### config.mk
export PLATFORM = sky130hd
export DESIGN_NAME = ugbl_axis
export DESIGN_NICKNAME = d
export VERILOG_FILES = /design/src/hw/rtl/ugbl_pkg.sv /design/src/hw/rtl/ugbl_axis.sv
export SDC_FILE = /design/constraint.sdc
export NUM_CORES = 2
export LEC_CHECK = 0
export BUFFER_PORTS_ARGS = -buffer_cell sky130_fd_sc_hd__buf_2
export CAP_MARGIN = 20
export CORE_MARGIN = 2
export CORE_UTILIZATION = 35
export DETAILED_ROUTE_END_ITERATION = 16
export PLACE_DENSITY_LB_ADDON = 0.25
export SLEW_MARGIN = 30
export SYNTH_ARGS = -nofsm -noshare
export SYNTH_HDL_FRONTEND = slang
export SYNTH_SLANG_ARGS = --single-unit
### constraint.sdc
create_clock -name i_clk -period 8.57 [get_ports i_clk]
set_clock_uncertainty 0.2 [all_clocks]
set_input_delay 1.2855 -clock i_clk [delete_from_list [all_inputs] [get_ports i_clk]]
set_output_delay 1.2855 -clock i_clk [all_outputs]
set_load 0.02 [all_outputs]
### src/hw/rtl/ugbl_pkg.sv
// Shared types, codes and helpers for the uniform grid bilinear lookup.
// Used by ugbl_axis and uniform_grid_bilinear_lookup; depends on nothing.
package ugbl_pkg;

    localparam int CFG_IDX_W = 3;

    // Configuration register indexes
    localparam logic [CFG_IDX_W-1:0] REG_X_ORIGIN     = 3'd0;
    localparam logic [CFG_IDX_W-1:0] REG_Y_ORIGIN     = 3'd1;
    localparam logic [CFG_IDX_W-1:0] REG_X_STEP_RECIP = 3'd2;
    localparam logic [CFG_IDX_W-1:0] REG_Y_STEP_RECIP = 3'd3;
    localparam logic [CFG_IDX_W-1:0] REG_ROWS_USED    = 3'd4;
    localparam logic [CFG_IDX_W-1:0] REG_COLS_USED    = 3'd5;

    localparam logic [31:0] RECIP_RESET = 32'd65536;
    localparam logic [6:0]  USED_RESET  = 7'd64;

    // Command codes
    localparam logic CMD_LOAD  = 1'b0;
    localparam logic CMD_QUERY = 1'b1;

    typedef struct packed {
        logic               cmd;
        logic [5:0]         load_row;
        logic [5:0]         load_col;
        logic signed [31:0] load_value;
        logic signed [31:0] query_x;
        logic signed [31:0] query_y;
        logic               batch_last;
    } t_in_item;

    typedef struct packed {
        logic signed [31:0] interp_value;
        logic               x_out_of_range;
        logic               result_last;
    } t_out_item;

    // Per-stage load enables for the coordinate unit
    typedef struct packed {
        logic s2;
        logic s3;
        logic s4;
        logic s5;
    } t_axis_en;

    // Saturate a 50 bit signed value to signed 32 bits
    function automatic logic signed [31:0] sat32(input logic signed [49:0] v);
        logic signed [31:0] res;
        if (v[49:31] == {19{v[49]}}) begin
            res = v[31:0];
        end else if (v[49]) begin
            res = 32'sh8000_0000;
        end else begin
            res = 32'sh7FFF_FFFF;
        end
        return res;
    endfunction

endpackage

### src/hw/rtl/ugbl_axis.sv
// Coordinate to cell unit: offset, scale by reciprocal step, floor, clamp, fraction.
// Four register stages; depends on ugbl_pkg.
module ugbl_axis #(
    parameter int IW = 6
) (
    input  logic                i_clk,
    input  ugbl_pkg::t_axis_en  i_en,
    input  logic signed [31:0]  i_coord,
    input  logic signed [31:0]  i_origin,
    input  logic [31:0]         i_recip,
    input  logic [IW-1:0]       i_last_idx,
    output logic [IW-1:0]       o_idx,
    output logic signed [31:0]  o_frac,
    output logic                o_clamp
);

    logic signed [32:0] diff;
    logic [32:0]        diff_abs;
    logic [63:0]        prod;
    logic [47:0]        pos_mag;
    logic signed [48:0] pos;
    logic signed [32:0] idx_raw;
    logic               idx_lo;
    logic               idx_hi;
    logic signed [48:0] frac_hi;

    logic               r_neg2;
    logic [31:0]        r_mag2;
    logic               r_neg3;
    logic [63:0]        r_prod3;
    logic signed [48:0] r_pos4;
    logic [IW-1:0]      r_idx5;
    logic signed [48:0] r_fracw5;
    logic               r_clamp5;

    // |diff| never exceeds 2^32-1, so the magnitude fits 32 bits
    assign diff     = {i_coord[31], i_coord} - {i_origin[31], i_origin};
    assign diff_abs = diff[32] ? (33'd0 - diff) : diff;
    assign prod     = r_mag2 * i_recip;

    // Negative side rounds the magnitude up: -(m + c) == ~m + !c
    assign pos_mag = r_prod3[63:16];
    assign pos     = r_neg3 ? ({1'b1, ~pos_mag} + 49'(r_prod3[15:0] == 16'd0))
                            : {1'b0, pos_mag};

    assign idx_raw = r_pos4[48:16];
    assign idx_lo  = idx_raw[32];
    assign idx_hi  = !idx_lo && (idx_raw[31:0] > 32'(i_last_idx));
    assign frac_hi = r_pos4 - $signed(49'({i_last_idx, 16'h0000}));

    always_ff @(posedge i_clk) begin
        if (i_en.s2) begin
            r_neg2 <= diff[32];
            r_mag2 <= diff_abs[31:0];
        end
        if (i_en.s3) begin
            r_neg3  <= r_neg2;
            r_prod3 <= prod;
        end
        if (i_en.s4) begin
            r_pos4 <= pos;
        end
        if (i_en.s5) begin
            r_clamp5 <= idx_lo | idx_hi;
            if (idx_lo) begin
                r_idx5   <= '0;
                r_fracw5 <= r_pos4;
            end else if (idx_hi) begin
                r_idx5   <= i_last_idx;
                r_fracw5 <= frac_hi;
            end else begin
                r_idx5   <= idx_raw[IW-1:0];
                r_fracw5 <= $signed({33'd0, r_pos4[15:0]});
            end
        end
    end

    assign o_idx   = r_idx5;
    assign o_frac  = ugbl_pkg::sat32({r_fracw5[48], r_fracw5});
    assign o_clamp = r_clamp5;

endmodule

==> key figures <==
GRT
  • Initial antenna violation count: 12
  • Most used routing layer: met2
  • GRT overflow: 0
  • GRT Overall Usage: 19.1%
  • Largest net degree at the start of global routing: 66
  • Met1 usage: 27.3%
  • GR Util met3: 2.61%
  • Vias in the first global route: 34281
  • First-pass GRT wire length: 195000 µm
  • Grt met2 use: 30.7%

Synthesis
  • Post-synthesis register bit count: 203
  • Top post-synthesis cells by area: fa_1, edfxtp_1, ha_1
  • Mean post-synth cell area: 9.45 µm²
  • Fraction of the yosys area taken by sequential cells: 13.7%
  • Largest area contributor in the netlist: fa_1
  • Yosys warnings: 0
  • Syn Inst Count: 4705
  • Post-synth top flop: edfxtp_1
  • Post-synth ARST share: 0%
  • Post-synthesis cell type count: 72
  • Post-synth top area share: 40.5%
  • Net Count, Synth: 6014
  • Post-Synthesis Cell Area: 0.0444 mm²
  • Post-synth EDFFs: 203

Place
  • GPL Wtd Cong: 0.904
  • I/O Buffers: 145
  • HPWL after detailed placement: 102000 µm

Floorplan
  • Core area: 0.126 mm²
  • Die area: 0.130 mm²
  • Die height: 360 µm
  • I/O pin count: 146
  • Rows: 130
  • Die width: 360 µm
  • Initial core utilization: 35.3%

Critical path
  • CP Class: in -> reg
  • Max FO, Critical Path: 10
  • Crit end category: flop
  • Critical Path AT: 8420 ps
  • Worst EP required: 8670 ps
  • CP startpoint kind: input pin

Hold path
  • Hold/Removal Path Class: reg -> reg

Drt
  • DR WL/cell: 18.5 µm
  • Total number of vias: 32040
  • Antenna Nets Post-Route: 0
  • First-pass detailed-route iteration total: 5
  • Drt drc: 0
  • Vias per std cell: 4.86
  • Drt initial violations: 1723
  • Detailed Route WL: 122000 µm

Final layout
  • Commonest non-fill, non-tap cell in the layout: inv_1
  • Fin util: 39.6%
  • Area Overhead vs Synth: 12.1%
  • Most frequent cells in the layout: inv_1, fa_1, and2_1
  • Nets@finish: 6228
  • Proportion of layout cells with a drive suffix above 1: 10.2%

STA
  • Max_slew headroom: 41.0%
  • Min cycle time layout: 8330 ps
  • Max-slew violation count: 0
  • Final hold vios: 0
  • Final setup viols: 0
  • Worst-Margin Slew: 874 ps
  • Tcrit/Tclk final: 97.2%
  • Fmax: 120 MHz

Outcome
  • Status: finished, final reports clean

Clocking
  • CTS tree: done
  • Clock slew at reported path FFs: 60 ps
  • Clock Sinks: 203
  • CTS buffer count: 22
  • Clk_lat worst skew: 550 ps
  • CTS Hold Bufs: 0
  • Root buffer cell: clkbuf_16
  • Max Root-Sink Buffers: 3
  • CTS H-tree depth: 1

Run
  • Maximum capacitance violations: 0
[stage by stage]
step	setup TNS, ps	hold WS [ps]	cell area (µm²)	instances	worst slack, ps
after floorplan	0	200	44400	4705	7.71
after global placement	-8460	206	48900	6543	-563
after detailed placement	-10000	205	48900	6543	-599
after CTS	0	220	49600	6582	38.2
after global routing	-16.8	237	49800	6584	-16.3
final	0	217	49800	6589	242
[flip-flops by register name (all words and copies together) (netlist names)]
name / count
r_prod3: 64
r_fracw5: 49
r_pos4: 49
r_mag2: 32
o_idx: 6
o_clamp: 1
r_neg2: 1
r_neg3: 1
[cell type report]
cell class	count	area (µm²)
Sequential cell	203	6100
Fill cell	12564	75900
Clock inverter	12	150
Timing Repair Buffer	438	3410
Tap cell	1650	2060
Antenna cell	5	12.5
Clock buffer	27	569
Multi-Input combinational cell	3304	34000
Inverter	950	3570
[synthesized netlist by cell type (4+ instances only)]
cell type and count:
nor3_1 26, mux2i_1 9, xor2_1 55, nand3_1 33, nand2b_1 13, o21a_1 16, fa_1 898, and4_1 8
nand4_1 28, or2_2 5, a211oi_1 15, and3_1 14, o211ai_1 14, nor2b_1 18, a21oi_1 105, nor4_1 21
nand2_1 547, or4_1 12, ha_1 304, or3_1 16, o41ai_1 9, o21bai_1 12, edfxtp_1 203, inv_1 950
nor2_1 114, a21o_1 61, a311oi_1 5, o2111ai_1 4, a31oi_1 19, nand3b_1 6, xnor2_1 125, o21ai_0 117
clkbuf_1 246, and2_1 600, o31ai_1 18
[layer usage]
metal,up-vias,wire length [µm]
met1,16244,56700
li1,14815,-
met4,10,2730
met3,134,7020
met5,-,59
met2,837,55400
[repair_timing]
action / 4_1_cts / 5_1_grt
resized for setup: 2 / 52
endpoints found under the setup margin: 2 / 24
pin swaps: 0 / 14
buffers inserted: 0 / 2
[worst paths after layout]
check / start / end / slack (ps) / cells past startpoint
max reg2reg: r_mag2[11]$_DFFE_PP_ / r_prod3[59]$_DFFE_PP_ / 430 / 26
max: i_recip[10] / r_prod3[59]$_DFFE_PP_ / 240 / 26
min reg2reg: r_pos4[6]$_DFFE_PP_ / r_fracw5[6]$_DFFE_PP_ / 220 / 0
min: r_pos4[6]$_DFFE_PP_ / r_fracw5[6]$_DFFE_PP_ / 220 / 0
[worst max-delay path: stages]
cell and delay (ps):
clkbuf_4 210, buf_12 190, and2_1 160, fa_1 470, fa_1 560, inv_1 60, fa_1 560, fa_1 460
fa_1 560, inv_1 50, fa_1 450, fa_1 510, fa_1 420, ha_1 350, a21o_1 200, a21o_1 170
a21oi_1 140, o21ai_1 130, a21oi_2 200, a2111oi_2 80, buf_4 150, o31a_1 310, buf_4 160, a311o_1 360
a21oi_2 150, xnor2_1 80
[kinds of logic (layout without fill, tap and decap cells)]
kind of cell,count (synthesis),after routing,share of synthesized area [%]
and+or+nand+nor,1478,1478,17.1
adders and majority gates,1202,1202,49.0
buffers and inverters,1198,1427,10.1
AOI/OAI and AO/OA,434,434,6.23
DFF,203,203,13.7
xor gates and xnor gates,180,180,3.55
muxes,10,10,0.228
other,0,5,0
Power is not shown: default switching activity piles up to over one toggle a cycle in this logic, so the estimate is an artifact.
